### config.mk
export PLATFORM = sky130hd
export DESIGN_NAME = voice_volume_pan_pitch_core
export DESIGN_NICKNAME = d
export VERILOG_FILES = /design/src/hw/rtl/vvp_pkg.sv /design/src/hw/rtl/vvp_vol_pan.sv /design/src/hw/rtl/vvp_pitch.sv /design/src/hw/rtl/voice_volume_pan_pitch_core.sv
export SDC_FILE = /design/constraint.sdc
export NUM_CORES = 1
export LEC_CHECK = 0
export ABC_AREA = 1
export BUFFER_PORTS_ARGS = -buffer_cell sky130_fd_sc_hd__clkbuf_2
export CAP_MARGIN = 30
export CORE_UTILIZATION = 55
export CTS_CLUSTER_DIAMETER = 60
export DETAILED_ROUTE_END_ITERATION = 8
export GPL_ROUTABILITY_DRIVEN = 0
export PLACE_DENSITY = 0.84
export SYNTH_ARGS = -nofsm -noshare
export SYNTH_HDL_FRONTEND = slang
export SYNTH_SLANG_ARGS = --single-unit
export TNS_END_PERCENT = 10
### constraint.sdc
create_clock -name i_clk -period 5.77 [get_ports i_clk]
set_input_delay 0.2885 -clock i_clk [delete_from_list [all_inputs] [get_ports i_clk]]
set_output_delay 0.2885 -clock i_clk [all_outputs]
set_load 0.03 [all_outputs]
### src/hw/rtl/vvp_pkg.sv
`timescale 1ns / 1ps
`default_nettype none

package vvp_pkg;

    // Pan mode codes; any other code acts as swapped stereo.
    localparam logic [1:0] PAN_MONO   = 2'd0;
    localparam logic [1:0] PAN_NORMAL = 2'd1;
    localparam logic [1:0] PAN_SWAP   = 2'd2;

    // Configuration register indexes.
    localparam logic [1:0] CFG_PAN_MODE   = 2'd0;
    localparam logic [1:0] CFG_SFX_MASTER = 2'd1;
    localparam logic [1:0] CFG_MUS_MASTER = 2'd2;

    // Register reset values.
    localparam logic [1:0] PAN_MODE_RST = PAN_MONO;
    localparam logic [6:0] MASTER_RST   = 7'h7F;

    // Arithmetic constants.
    localparam int unsigned VOL_SHIFT  = 21;
    localparam logic [7:0]  PAN_CENTER = 8'h40;
    localparam logic [6:0]  PAN_MAX    = 7'h7F;
    localparam logic [7:0]  PAN_SPAN   = 8'h80;
    localparam logic [7:0]  MONO_GAIN  = 8'd64;
    localparam logic [23:0] BEND_ROUND = 24'd32;

    // Load enables for the three pipeline stages.
    typedef struct packed {
        logic ld1;
        logic ld2;
        logic ld3;
    } t_pipe_ctl;

endpackage

`default_nettype wire

### src/hw/rtl/vvp_vol_pan.sv
`timescale 1ns / 1ps
`default_nettype none

module vvp_vol_pan (
    input  wire logic                i_clk,
    input  wire vvp_pkg::t_pipe_ctl  i_ctl,
    input  wire logic [1:0]          i_pan_mode,
    input  wire logic [6:0]          i_sfx_master,
    input  wire logic [6:0]          i_mus_master,
    input  wire logic [6:0]          i_velocity,
    input  wire logic [6:0]          i_patch_volume,
    input  wire logic [6:0]          i_track_volume,
    input  wire logic                i_is_sfx,
    input  wire logic [6:0]          i_track_pan,
    input  wire logic [6:0]          i_patch_pan,
    output logic      [13:0]         o_left_volume,
    output logic      [13:0]         o_right_volume
);

    // Stage 1 registers.
    logic [13:0] r_vel_patch;
    logic [13:0] r_track_master;
    logic [6:0]  r_pan;
    logic [1:0]  r_mode;
    // Stage 2 registers.
    logic [6:0]  r_vol;
    logic [7:0]  r_gain_l;
    logic [7:0]  r_gain_r;

    logic [6:0]  n_master;
    logic [7:0]  n_sum;
    logic [7:0]  n_off;
    logic [6:0]  n_pan;
    logic [27:0] n_prod;
    logic [7:0]  n_gain_lo;
    logic [7:0]  n_gain_hi;

    // Pick the master volume and clamp the combined pan.
    always_comb begin
        n_master = i_is_sfx ? i_sfx_master : i_mus_master;
        n_sum    = {1'b0, i_track_pan} + {1'b0, i_patch_pan};
        n_off    = n_sum - vvp_pkg::PAN_CENTER;
        if (n_sum < vvp_pkg::PAN_CENTER) begin
            n_pan = 7'd0;
        end else if (n_off > {1'b0, vvp_pkg::PAN_MAX}) begin
            n_pan = vvp_pkg::PAN_MAX;
        end else begin
            n_pan = n_off[6:0];
        end
    end

    always_ff @(posedge i_clk) begin
        if (i_ctl.ld1) begin
            r_vel_patch    <= i_velocity * i_patch_volume;
            r_track_master <= i_track_volume * n_master;
            r_pan          <= n_pan;
            r_mode         <= i_pan_mode;
        end
    end

    // Full product gives the base volume; the pan mode selects each side's gain.
    always_comb begin
        n_prod    = r_vel_patch * r_track_master;
        n_gain_lo = vvp_pkg::PAN_SPAN - {1'b0, r_pan};
        n_gain_hi = {1'b0, r_pan} + 8'd1;
    end

    always_ff @(posedge i_clk) begin
        if (i_ctl.ld2) begin
            r_vol <= n_prod[27:vvp_pkg::VOL_SHIFT];
            case (r_mode)
                vvp_pkg::PAN_MONO: begin
                    r_gain_l <= vvp_pkg::MONO_GAIN;
                    r_gain_r <= vvp_pkg::MONO_GAIN;
                end
                vvp_pkg::PAN_NORMAL: begin
                    r_gain_l <= n_gain_lo;
                    r_gain_r <= n_gain_hi;
                end
                default: begin
                    r_gain_l <= n_gain_hi;
                    r_gain_r <= n_gain_lo;
                end
            endcase
        end
    end

    // Stage 3: side volumes, held as the output word.
    logic [14:0] n_left;
    logic [14:0] n_right;

    always_comb begin
        n_left  = r_vol * r_gain_l;
        n_right = r_vol * r_gain_r;
    end

    always_ff @(posedge i_clk) begin
        if (i_ctl.ld3) begin
            o_left_volume  <= n_left[13:0];
            o_right_volume <= n_right[13:0];
        end
    end

endmodule

`default_nettype wire

### src/hw/rtl/vvp_pitch.sv
`timescale 1ns / 1ps
`default_nettype none

module vvp_pitch (
    input  wire logic                i_clk,
    input  wire vvp_pkg::t_pipe_ctl  i_ctl,
    input  wire logic [15:0]         i_bend,
    input  wire logic [7:0]          i_step_down,
    input  wire logic [7:0]          i_step_up,
    input  wire logic [6:0]          i_key,
    output logic      [15:0]         o_pitch_word
);

    // Stage 1 registers.
    logic [16:0] r_mag;
    logic [7:0]  r_step;
    logic        r_neg1;
    logic        r_zero1;
    logic [6:0]  r_key1;
    // Stage 2 registers.
    logic [23:0] r_t;
    logic        r_neg2;
    logic        r_zero2;
    logic [6:0]  r_key2;

    // Bend magnitude and the step that goes with its direction.
    always_ff @(posedge i_clk) begin
        if (i_ctl.ld1) begin
            if (i_bend[15]) begin
                r_mag  <= 17'h10000 - {1'b0, i_bend};
                r_step <= i_step_down;
            end else begin
                r_mag  <= {1'b0, i_bend};
                r_step <= i_step_up;
            end
            r_neg1  <= i_bend[15];
            r_zero1 <= (i_bend == 16'd0);
            r_key1  <= i_key;
        end
    end

    // Scaled bend with rounding offset; at most 32768 * 255 + 32.
    logic [24:0] n_scaled;

    always_comb begin
        n_scaled = r_mag * r_step;
    end

    always_ff @(posedge i_clk) begin
        if (i_ctl.ld2) begin
            r_t     <= n_scaled[23:0] + vvp_pkg::BEND_ROUND;
            r_neg2  <= r_neg1;
            r_zero2 <= r_zero1;
            r_key2  <= r_key1;
        end
    end

    // Stage 3: split into whole keys and fraction, then assemble the word.
    logic [10:0] n_whole;
    logic [7:0]  n_hi;
    logic [6:0]  n_frac;

    always_comb begin
        n_whole = {r_t[23:13]};
        if (r_zero2) begin
            n_hi   = {1'b0, r_key2};
            n_frac = 7'd0;
        end else if (r_neg2) begin
            n_hi   = 8'({1'b0, r_key2} - n_whole[7:0] - 8'd1);
            n_frac = 7'(7'd0 - r_t[12:6]);
        end else begin
            n_hi   = 8'({1'b0, r_key2} + n_whole[7:0]);
            n_frac = r_t[12:6];
        end
    end

    always_ff @(posedge i_clk) begin
        if (i_ctl.ld3) begin
            o_pitch_word <= {n_hi, 1'b0, n_frac};
        end
    end

endmodule

`default_nettype wire

### src/hw/rtl/voice_volume_pan_pitch_core.sv
// Voice volume, pan and pitch core. Each note event word yields one result word
// holding the left and right volumes and the 16-bit pitch word. The core is a
// three-stage pipeline: an event is taken every cycle while o_stall is low, and
// its result moves through the stage 1 and stage 2 registers into the output
// register. The stages follow the multiply chain (three multiplies for the
// base volume, one per side for the pan gain, one for the bend scale), each
// followed by a register.
// The last stage is the output register, so stalls from the output side
// back up through the stages and only reach o_stall once all three are full.
// Configuration (pan mode, sound-effect and music master volumes) is written
// through its own valid/ready port, which is always ready; write it only while
// no event is in flight.
`timescale 1ns / 1ps
`default_nettype none

module voice_volume_pan_pitch_core (
    input  wire logic        i_clk,
    input  wire logic        i_rst_n,
    // Configuration write channel.
    input  wire logic        i_cfg_valid,
    output logic             o_cfg_ready,
    input  wire logic [1:0]  i_cfg_index,
    input  wire logic [6:0]  i_cfg_data,
    // Event input channel.
    input  wire logic        i_valid,
    output logic             o_stall,
    input  wire logic [6:0]  i_velocity,
    input  wire logic [6:0]  i_patch_volume,
    input  wire logic [6:0]  i_track_volume,
    input  wire logic        i_is_sfx,
    input  wire logic [6:0]  i_track_pan,
    input  wire logic [6:0]  i_patch_pan,
    input  wire logic [15:0] i_bend,
    input  wire logic [7:0]  i_step_down,
    input  wire logic [7:0]  i_step_up,
    input  wire logic [6:0]  i_key,
    // Result output channel.
    output logic             o_valid,
    input  wire logic        i_stall,
    output logic      [13:0] o_left_volume,
    output logic      [13:0] o_right_volume,
    output logic      [15:0] o_pitch_word
);

    logic [1:0] r_pan_mode;
    logic [6:0] r_sfx_master;
    logic [6:0] r_mus_master;
    logic       cfg_we;

    // Configuration registers.
    assign o_cfg_ready = 1'b1;
    assign cfg_we      = i_cfg_valid && o_cfg_ready;

    always_ff @(posedge i_clk) begin
        if (!i_rst_n) begin
            r_pan_mode   <= vvp_pkg::PAN_MODE_RST;
            r_sfx_master <= vvp_pkg::MASTER_RST;
            r_mus_master <= vvp_pkg::MASTER_RST;
        end else if (cfg_we) begin
            case (i_cfg_index)
                vvp_pkg::CFG_PAN_MODE:   r_pan_mode   <= i_cfg_data[1:0];
                vvp_pkg::CFG_SFX_MASTER: r_sfx_master <= i_cfg_data;
                vvp_pkg::CFG_MUS_MASTER: r_mus_master <= i_cfg_data;
                default: ;
            endcase
        end
    end

    // Pipeline occupancy; a stage loads when it is empty or its word moves on.
    logic [2:0]         r_vld;
    vvp_pkg::t_pipe_ctl ctl;

    always_comb begin
        ctl.ld3 = !r_vld[2] || !i_stall;
        ctl.ld2 = !r_vld[1] || ctl.ld3;
        ctl.ld1 = !r_vld[0] || ctl.ld2;
    end

    always_ff @(posedge i_clk) begin
        if (!i_rst_n) begin
            r_vld <= 3'b000;
        end else begin
            if (ctl.ld1) begin
                r_vld[0] <= i_valid;
            end
            if (ctl.ld2) begin
                r_vld[1] <= r_vld[0];
            end
            if (ctl.ld3) begin
                r_vld[2] <= r_vld[1];
            end
        end
    end

    assign o_stall = !ctl.ld1;
    assign o_valid = r_vld[2];

    // Volume and pan datapath.
    vvp_vol_pan u_vol_pan (
        .i_clk          (i_clk),
        .i_ctl          (ctl),
        .i_pan_mode     (r_pan_mode),
        .i_sfx_master   (r_sfx_master),
        .i_mus_master   (r_mus_master),
        .i_velocity     (i_velocity),
        .i_patch_volume (i_patch_volume),
        .i_track_volume (i_track_volume),
        .i_is_sfx       (i_is_sfx),
        .i_track_pan    (i_track_pan),
        .i_patch_pan    (i_patch_pan),
        .o_left_volume  (o_left_volume),
        .o_right_volume (o_right_volume)
    );

    // Pitch datapath.
    vvp_pitch u_pitch (
        .i_clk        (i_clk),
        .i_ctl        (ctl),
        .i_bend       (i_bend),
        .i_step_down  (i_step_down),
        .i_step_up    (i_step_up),
        .i_key        (i_key),
        .o_pitch_word (o_pitch_word)
    );

    // The input side is held off only when every stage holds a word.
    a_stall_full: assert property (@(posedge i_clk) disable iff (!i_rst_n)
        o_stall |-> (r_vld == 3'b111))
        else $error("input stalled while a pipeline stage was empty");

    // Words in flight change only by what was accepted and delivered.
    a_count: assert property (@(posedge i_clk) disable iff (!i_rst_n)
        $past(i_rst_n) |->
        ($countones(r_vld) == $countones($past(r_vld))
            + ($past(i_valid && !o_stall) ? 1 : 0)
            - ($past(o_valid && !i_stall) ? 1 : 0)))
        else $error("pipeline lost or invented a word");

    // A pan mode write lands in the register.
    a_cfg_mode: assert property (@(posedge i_clk) disable iff (!i_rst_n)
        (cfg_we && (i_cfg_index == vvp_pkg::CFG_PAN_MODE))
        |=> (r_pan_mode == $past(i_cfg_data[1:0])))
        else $error("pan mode write not taken");

endmodule

`default_nettype wire

# Word level (Yosys, flattened, before mapping)
# Index checks and enable logic that the tools add are counted.
[totals] register_bits=186
[classes] order_cmp=2 n_eq_ne=3 multipliers=6 muxes=9 addsub=10 n_reduce_logical=14
[ops] op="$pmux 8 s2" n=2
[ops] op="$mul 14x14->28" n=1
[ops] op="$mul 7x7->14" n=2
[ops] op="$mul 7x8->14" n=2
[ops] op="$mux 7" n=4
[ops] op="$add 21x6->21 const B" n=1
[ops] op="$mul 17x8->21" n=1
[ops] op="$sub 17x16->17 const A" n=1
[ops] op="$logic_not 16->1" n=1
[ops] op="$mux 8" n=2
[ops] op="$mux 15" n=1
[ops] op="$add 7x1->8 const B" n=1
[ops] op="$add 7x7->8" n=1
[ops] op="$add 7x8->8" n=1
[ops] op="$gt 8x7->1 const B" n=1
[ops] op="$lt 8x7->1 const B" n=1
[ops] op="$sub 7x8->8" n=1
[ops] op="$sub 8x1->8 const B" n=1
[ops] op="$sub 8x7->8 const A" n=1
[ops] op="$sub 8x7->8 const B" n=1
[ops] op="$sub 1x7->7 const A" n=1
[ops] op="$reduce_and 2->1" n=3
[ops] op="$logic_not 1->1" n=5
[ops] op="$eq 2x1->1 const B" n=2
[ops] op="other kinds (3)" n=6

# Depth between registers and ports, before layout
# Gate-level depths: netlist (run 1).
[logic_depth] ltp_word=5 mapped_depth=26 ltp_nobuf=25

# Cells and area by module
# Synthesis (run 1) repeated with hierarchy kept, for this count alone.
[hier_totals] cells_unflattened=3090 hier_area_um2=25321.8
[by_module_without_submodules] mod="vvp_vol_pan" n_inst=1 area_per_inst_um2=16538.4 seq_area_each_um2=2612.5 cells_each=1995
[by_module_without_submodules] mod="vvp_pitch" n_inst=1 area_per_inst_um2=7972.6 seq_area_each_um2=2192.1 cells_each=1000
[by_module_without_submodules] mod="voice_volume_pan_pitch_core" n_inst=1 area_per_inst_um2=810.8 seq_area_each_um2=380.4 cells_each=95

# Least setup slack after synthesis (run 1)
# OpenSTA, ideal clock, no wires.
[synth_timing] path_type="register to register" start="reg u_vol_pan.r_track_master[4]" end="reg u_vol_pan.r_vol[3], data pin" path_stages_with_launch=25 setup_time_ps=253 t_arrival_ps=5050 path_slack_ps=467 period_less_slack_ps=5303 path_cell_list="edfxtp_1 clkbuf_1 nand2_1 inv_1 fa_1 inv_1 fa_1 inv_1 fa_1 inv_1 fa_1 inv_1 fa_1 inv_1 fa_1 inv_1 ha_1 a21oi_1 nor2_1 o21ai_0 nand2_1 nand2_1 nand3_1 nand2_1 nand2_1"
[synth_via] elab_chain_len=1
[synth_lines] item="start, declared" line_no="vvp_vol_pan.sv:22" source="logic [13:0] r_track_master;"
[synth_lines] item="start signal, assigned" line_no="vvp_vol_pan.sv:55" source="r_track_master <= i_track_volume * n_master;"
[synth_lines] item="$mul 14x14->28" line_no="vvp_vol_pan.sv:63" source="n_prod = r_vel_patch * r_track_master;"
[synth_lines] item="via u_vol_pan.n_prod[24]" line_no="vvp_vol_pan.sv:34" source="logic [27:0] n_prod;"
[synth_lines] item="end signal, assigned" line_no="vvp_vol_pan.sv:70" source="r_vol <= n_prod[27:vvp_pkg::VOL_SHIFT];"
[synth_lines] item="end, declared" line_no="vvp_vol_pan.sv:26" source="logic [6:0] r_vol;"
# The timed path passes the listed nets, and every way through them passes these cells.
# A chain may end at the register's enable or synchronous reset.

# Final worst setup path (run 1)
[layout_timing] start="reg u_vol_pan.r_track_master[8]" end="reg u_vol_pan.r_vol[6], data pin"
# The elaborated chain is that of the path after synthesis.

==> results by group, run 1 <==
GRT
  – Grt total ovfl: 0
  – First-pass GRT wire length: about 91,000 um
  – Vias in the first global route: 19,928
  – Largest net degree at the start of global routing: between 40 and 50
  – GRT Resource Usage Total: 23.9%
  – Initial antenna violation count: 6

STA
  – Worst Clk Skew: 0.0154 ns
  – Fmax achieved: 181 MHz
  – Worst Tran Pin Value: 0.819 ns
  – Period utilization: 96.0%
  – Max Slew Vio Count: 0
  – Final Setup Violations: 0
  – Relative slew slack: a little under half
  – Final worst path period need: 5.54 ns
  – Hold Fails Final Rpt: 0

Layout
  – Area grow syn2layout: 8.09%
  – Fin cells: between 3,000 and 4,000
  – Nets: 3,908
  – Multi-input logic area: 16,700 um2
  – Layout cell share with drive strength beyond 1: about 7.1%
  – Fillers: 3,812
  – Register area: 5180 um2

Clocking
  – Clock transition at the registers of the reported paths: 0.07 ns
  – CTS buffer count: 17
  – Clock buffer depth: 2
  – CTS sink cnt: 179
  – CTS tree: yes
  – # H-tree levels: 4
  – Root Buffer: clkbuf_16
  – Clk_lat worst skew: 0.46 ns

Setup path
  – Worst r2r path cells: 21
  – Crit path required time: ~6.0 ns
  – Worst Path Arrival: about 5.8 ns
  – Reg2reg end: u_vol_pan.r_vol[6]
  – Crit path from: u_vol_pan.r_track_master[8]
  – Crit path max fanout: 14
  – Worst setup SP type: flip-flop
  – Crit Path Class: flip-flop to flip-flop
  – R2r setup slk: 0.23 ns
  – CP endpoint kind: flip-flop
  – RR Startpoint: u_vol_pan.r_track_master[8]
  – CP endpoint: u_vol_pan.r_vol[6]

Synthesis
  – Cells after Synth: approximately 3,100
  – Most common cell in the netlist: nand2_1
  – Yosys top cell area share: 26.4%
  – Largest family of logic cells by synthesized area: adder cells
  – Sequential fraction of the synthesis area: 20.6%
  – Multiplexer share of the synthesized area: 0%
  – Mapped Area: ~25,000 um2
  – Compound-Gate Fraction of Synth Area: 4.74%
  – Netlist cell types: 48
  – FF+latch count, synth: 179
  – Post-synth EDFFs: 160
  – Post-Synth Adder-Cell Area: 40.5%
  – Area leader, netlist: fa_1
  – Main flop type after synthesis: edfxtp_1
  – Post-synthesis xor/xnor area fraction: around 3.4%
  – FFs w/ async S/R, synth: 0%
  – Avg Synthesized Cell Area: 8.16 um2
  – Synth Area in Simple Gates: approximately 18%
  – Yosys warning total: 0
  – Synth area leaders: fa_1 26%, edfxtp_1 19%, ha_1 14%, nand2_1 12%, inv_1 12%
  – Post-synth top cells: 836 x nand2_1, 797 x inv_1, 332 x fa_1

Routing
  – Final ANT Viol Nets: 0
  – DRT Pass-1 Iters: 7
  – DRC viols: 0
  – DR WL/cell: roughly 14 um
  – Detailed-route via count: approximately 20,000
  – Final wirelength: 53,000 um
  – Via density: approximately 5.1
  – DRT iter0 DRCs: 1,489

Floorplan
  – Core footprint: between 40,000 and 50,000 um2
  – Row cnt: between 70 and 80
  – Initial core utilization: 55.6%
  – Die area: 46,600 um2
  – Die Span X: 216 um
  – Io pins: 136
  – Die Y: 216 um

Worst hold path
  – Min-delay worst type: input pin to flip-flop

Place
  – DP Cell Count: 3,759
  – Final HPWL DP: 43,300 um
  – Number of port buffers: 133

Job
  – MaxCap Viol Count: 0

Status
  – Outcome: finished clean
-- sequential cells by signal, summed over array words and instances (netlist names), 14 cells and up --
signal                    flops
u_pitch.r_mag                17
u_vol_pan.o_right_volume     14
u_pitch.r_t                  15
u_vol_pan.o_left_volume      14
u_vol_pan.r_vel_patch        14
u_vol_pan.r_track_master     14
u_pitch.o_pitch_word         15
-- metal layers --
| layer | global-route usage (%) | vias up | routed length, um |
|---|---|---|---|
| met3 | 4.79 | 138 | 3940 |
| met4 | 8.62 | 10 | 1530 |
| li1 | - | 9515 | - |
| met1 | 30.0 | 9274 | 22200 |
| met5 | 0 | - | 73 |
| met2 | 40.7 | 708 | 25200 |
-- critical path, stage by stage, from the launching register on --
cell and delay, ns:
edfxtp_1 0.70, nand2_1 0.20, fa_1 0.57, inv_1 0.06, ha_1 0.27, inv_1 0.05, fa_1 0.56, inv_1 0.06
fa_1 0.50, fa_1 0.54, inv_1 0.06, fa_1 0.52, inv_1 0.04, ha_1 0.32, a21oi_1 0.22, o21ai_0 0.14
nand2_1 0.08, nand2_1 0.05, a21oi_1 0.18, nand2_1 0.07, nand2_1 0.06, nand2_1 0.05
-- cells by family after synthesis --
kind of cell | Yosys count
other | 2
XOR/XNOR | 97
adder cells (fa/ha/maj) | 615
flip-flops | 179
AO/OA/AOI/OAI | 214
AND/OR/NAND/NOR | 1099
buffers and inverters | 879
-- what timing repair did --
action,4_1_cts,5_1_grt
resized for setup,0,0
hold endpoints to repair,5,0
buffers inserted,0,20
setup endpoints to repair,0,4
hold buffers,5,0
-- worst min-delay path by stage --
stage | start | endpoint | slack, ns | cells past startpoint
3_3_place_gp | u_pitch.r_key1[1] | u_pitch.r_key2[1] | 0.40 | 0
6_report | i_key[0] | u_pitch.r_key1[0] | 0.02 | 1
4_1_cts | i_key[0] | u_pitch.r_key1[0] | 0.02 | 1
5_1_grt | i_key[0] | u_pitch.r_key1[0] | 0.006 | 1
3_5_place_dp | u_pitch.r_key1[3] | u_pitch.r_key2[3] | 0.40 | 0
2_1_floorplan | i_key[0] | u_pitch.r_key1[0] | 0.39 | 0
-- stage by stage --
stage / worst slack, ns / hold slack (ns) / util, % / area (um2) / TNS, ns
2_1_floorplan: 0.467 / 0.387 / - / 25200 / 0
3_3_place_gp: 0.363 / 0.401 / 58.3 / 26400 / 0
3_5_place_dp: 0.244 / 0.405 / 58.4 / 26400 / 0
4_1_cts: 0.274 / 0.0185 / 59.7 / 27000 / 0
5_1_grt: -0.0708 / 0.00635 / 60.1 / 27200 / -0.181
6_report: 0.232 / 0.0228 / 60.1 / 27200 / 0
-- layout make-up --
type / count / share of cell area [%]
Multi-Input combinational cell: 2028 / 61.2
Tap cell: 600 / 2.76
Antenna cell: 1 / 0.00919
Clock inverter: 13 / 0.427
Clock buffer: 19 / 1.63
Sequential cell: 179 / 19.0
Inverter: 798 / 11.0
Timing Repair Buffer: 180 / 3.88
-- cell usage in the layout, fill, tap and decap left out, types with 3 or more instances in the layout --
master           n
nand2_1        835
inv_1          795
fa_1           332
ha_1           283
edfxtp_1       160
clkbuf_2       133
nor2_1         114
a21oi_1         96
nand3_1         81
xor2_1          73
o21ai_0         56
buf_4           40
xnor2_1         24
nand4_1         22
dfxtp_1         19
clkbuf_16       17
nor3_1          15
o22ai_1         12
o21bai_1        11
a31oi_1         10
o211ai_1         9
a21o_1           8
nand2_2          5
nor3_2           5
dlygate4sd3_1    5
o21ai_1          4
nor4_1           4
inv_6            4
nand3b_1         3
inv_2            3
conb_1           3
inv_8            3
Power of run 1 is not shown: default switching activity piles up to over one toggle a cycle in this logic, so the estimate is an artifact.
==> inputs of run 2 (changes only) <==
--- a/config.mk
+++ b/config.mk
@@ -5,14 +5,15 @@
 export SDC_FILE = /design/constraint.sdc
 export NUM_CORES = 1
 export LEC_CHECK = 0
-export ABC_AREA = 1
 export BUFFER_PORTS_ARGS = -buffer_cell sky130_fd_sc_hd__clkbuf_2
 export CAP_MARGIN = 30
+export CORE_MARGIN = 4
 export CORE_UTILIZATION = 55
 export CTS_CLUSTER_DIAMETER = 60
 export DETAILED_ROUTE_END_ITERATION = 8
 export GPL_ROUTABILITY_DRIVEN = 0
 export PLACE_DENSITY = 0.84
+export SLEW_MARGIN = 20
 export SYNTH_ARGS = -nofsm -noshare
 export SYNTH_HDL_FRONTEND = slang
 export SYNTH_SLANG_ARGS = --single-unit
==> results by group, run 2 <==
Status
  – Outcome: finished clean

STA
  – Period utilization: 99.8%
  – Setup total negative slack: 0 ns
  – Final worst path period need: between 5 and 6 ns
  – Hold Fails Final Rpt: 0
  – Max Slew Vio Count: 0
  – Relative slew slack: 53.1%
  – Final Setup Violations: 0
  – Worst Tran Pin Value: 0.686 ns
  – Fmax achieved: 174 MHz
  – Min setup slack post-route: ~0.011 ns
  – Fin Hold WS: 0.0400 ns
  – Worst Clk Skew: 0.0139 ns
  – RSZ-0062 raised after global routing: true

Worst hold path
  – Hold path start: i_key[6]
  – Min-delay worst type: input pin to flip-flop
  – Endpoint, Worst Hold: u_pitch.r_key1[6]
  – Hold path cells: 1

Setup path
  – Reg2reg end: u_vol_pan.r_vol[5]
  – Worst setup SP type: flip-flop
  – Worst r2r path cells: 19
  – CP endpoint kind: flip-flop
  – Crit path max fanout: 6
  – Crit path max-delay family: adder cells
  – Crit-path cells: and2_4, fa_1, inv_2, fa_1, inv_1, fa_1, fa_1, fa_1, inv_1, fa_1, inv_2, ha_4, nand4_1, nor4_4, nand2_1, a21oi_4, nor4_4, o31ai_4, xor2_1
  – Cell seen most often among critical-path stages: fa_1
  – Worst Path Arrival: between 5 and 6 ns
  – Slowest cell on crit path: fa_1
  – RR Startpoint: u_vol_pan.r_track_master[2]
  – CP bufs+invs: 4
  – Crit Path Class: flip-flop to flip-flop
  – Crit path required time: ~6.0 ns
  – R2r setup slk: 0.01 ns
  – CP peak stage delay: roughly 0.55 ns

Synthesis
  – FF+latch count, synth: 179
  – FFs w/ async S/R, synth: 0%
  – Yosys warning total: 0
  – Netlist cell types: 60
  – Most common cell in the netlist: inv_1
  – Main flop type after synthesis: edfxtp_1
  – Sequential fraction of the synthesis area: 21.9%
  – Synth area leaders: fa_1 28%, edfxtp_1 20%, ha_1 15%, inv_1 7.1%, and2_1 6.7%
  – Cells after Synth: 2,416
  – Mapped Area: 23,700 um2
  – Yosys top cell area share: 28.1%
  – Avg Synthesized Cell Area: 9.79 um2
  – Post-synth top cells: 445 x inv_1, 349 x nand2_1, 332 x fa_1
  – Area leader, netlist: fa_1
  – Post-synth EDFFs: 160

Layout
  – Register with the most flip-flops: u_pitch.r_mag
  – Fin cells: 3,114
  – Commonest non-fill, non-tap cell in the layout: inv_1
  – Register area: 5180 um2
  – Fillers: about 3,200
  – Nets: 3,266
  – Biggest regs: u_pitch.r_mag: 17 flops, u_pitch.o_pitch_word: 15 flops, u_pitch.r_t: 15 flops
  – Commonest cells after routing, fill and taps aside: 428 x inv_1, 347 x nand2_1, 330 x fa_1, 274 x ha_1, 243 x and2_1
  – Diode count: 0
  – Area grow syn2layout: 10.3%
  – Layout cell share with drive strength beyond 1: 11.3%
  – Multi-input logic area: 16,800 um2
  – Max FFs per register: 17

Place
  – Final HPWL DP: 41,900 um
  – DP Cell Count: between 3,000 and 4,000
  – Setup WS pre-CTS: -0.314 ns
  – Number of port buffers: roughly 130

GRT
  – Vias in the first global route: 18,435
  – Initial antenna violation count: 0
  – Grt total ovfl: 0
  – Largest net degree at the start of global routing: 73
  – GRT Resource Usage Total: 22.8%
  – First-pass GRT wire length: around 87,000 um

Clocking
  – CTS buffer count: 17
  – CTS sink cnt: 179
  – Clk_lat worst skew: 0.47 ns
  – Root Buffer: clkbuf_16
  – Clock transition at the registers of the reported paths: 0.07 ns
  – # H-tree levels: 4
  – Clock buffer depth: 2
  – CTS tree: yes

Floorplan
  – Die Span X: approximately 220 um
  – Io pins: 136
  – Initial core utilization: 56.0%
  – Die Y: between 200 and 250 um
  – Core footprint: 42,200 um2
  – Row cnt: 75
  – Die area: between 40,000 and 50,000 um2

Routing
  – Metal2 WL: between 20,000 and 30,000 um
  – Final ANT Viol Nets: 0
  – Met1 WL: 20,400 um
  – Detailed-route via count: 17,162
  – DR WL/cell: 16.6 um
  – Max Used Layer: met4
  – DR WL met3: just under 4000 um
  – DRC viols: 0
  – Via density: 5.51
  – Final wirelength: between 50,000 and 60,000 um
  – DRT Pass-1 Iters: 6
  – DRT iter0 DRCs: 1,107

Job
  – MaxCap Viol Count: 0
-- run 2: cell type report --
type | instances | share of cell area (%)
Tap cell | 539 | 2.58
Clock inverter | 14 | 0.633
Multi-Input combinational cell | 1729 | 64.4
Clock buffer | 18 | 1.64
Sequential cell | 179 | 19.9
Inverter | 445 | 6.40
Timing Repair Buffer | 190 | 4.45
-- run 2: cell families after synthesis --
kind of cell,count (synthesis),share of synthesized area [%]
AOI/OAI and AO/OA,217,5.92
xor gates and xnor gates,104,3.85
adders and majority gates,615,43.1
buffers and inverters,509,8.11
DFF,179,21.9
muxes,21,0.968
other,2,0.0318
and+or+nand+nor,769,16.1
-- run 2: per-stage QoR --
step           instance area (um2)  utilization (%)
6_report                     26100             61.8
5_1_grt                      26100             61.8
4_1_cts                      25900             61.4
3_5_place_dp                 25100             59.4
3_3_place_gp                 25100             59.4
2_1_floorplan                23700                -
-- run 2: metal layers --
layer	GRT usage, %	vias up
li1	-	7962
met5	0	-
met4	6.89	0
met3	5.27	105
met1	28.3	8465
met2	39.8	630
-- run 2: timing repair --
action	4_1_cts	5_1_grt
setup buffers	4	4
setup endpoints to repair	6	7
hold buffers	6	0
pin swaps	24	57
gates resized for setup	25	34
endpoints found under the hold margin	6	0
-- run 2: worst max path at each step --
stage	cells past startpoint	endpoint	from
2_1_floorplan	22	u_vol_pan.r_vol[3]	u_vol_pan.r_vel_patch[5]
3_3_place_gp	21	u_vol_pan.r_vol[5]	u_vol_pan.r_vel_patch[5]
3_5_place_dp	21	u_vol_pan.r_vol[5]	u_vol_pan.r_vel_patch[5]
4_1_cts	21	u_vol_pan.r_vol[5]	u_vol_pan.r_track_master[4]
5_1_grt	19	u_vol_pan.r_vol[5]	u_vol_pan.r_track_master[2]
6_report	19	u_vol_pan.r_vol[5]	u_vol_pan.r_track_master[2]
Power of run 2 is left out for the same reason.
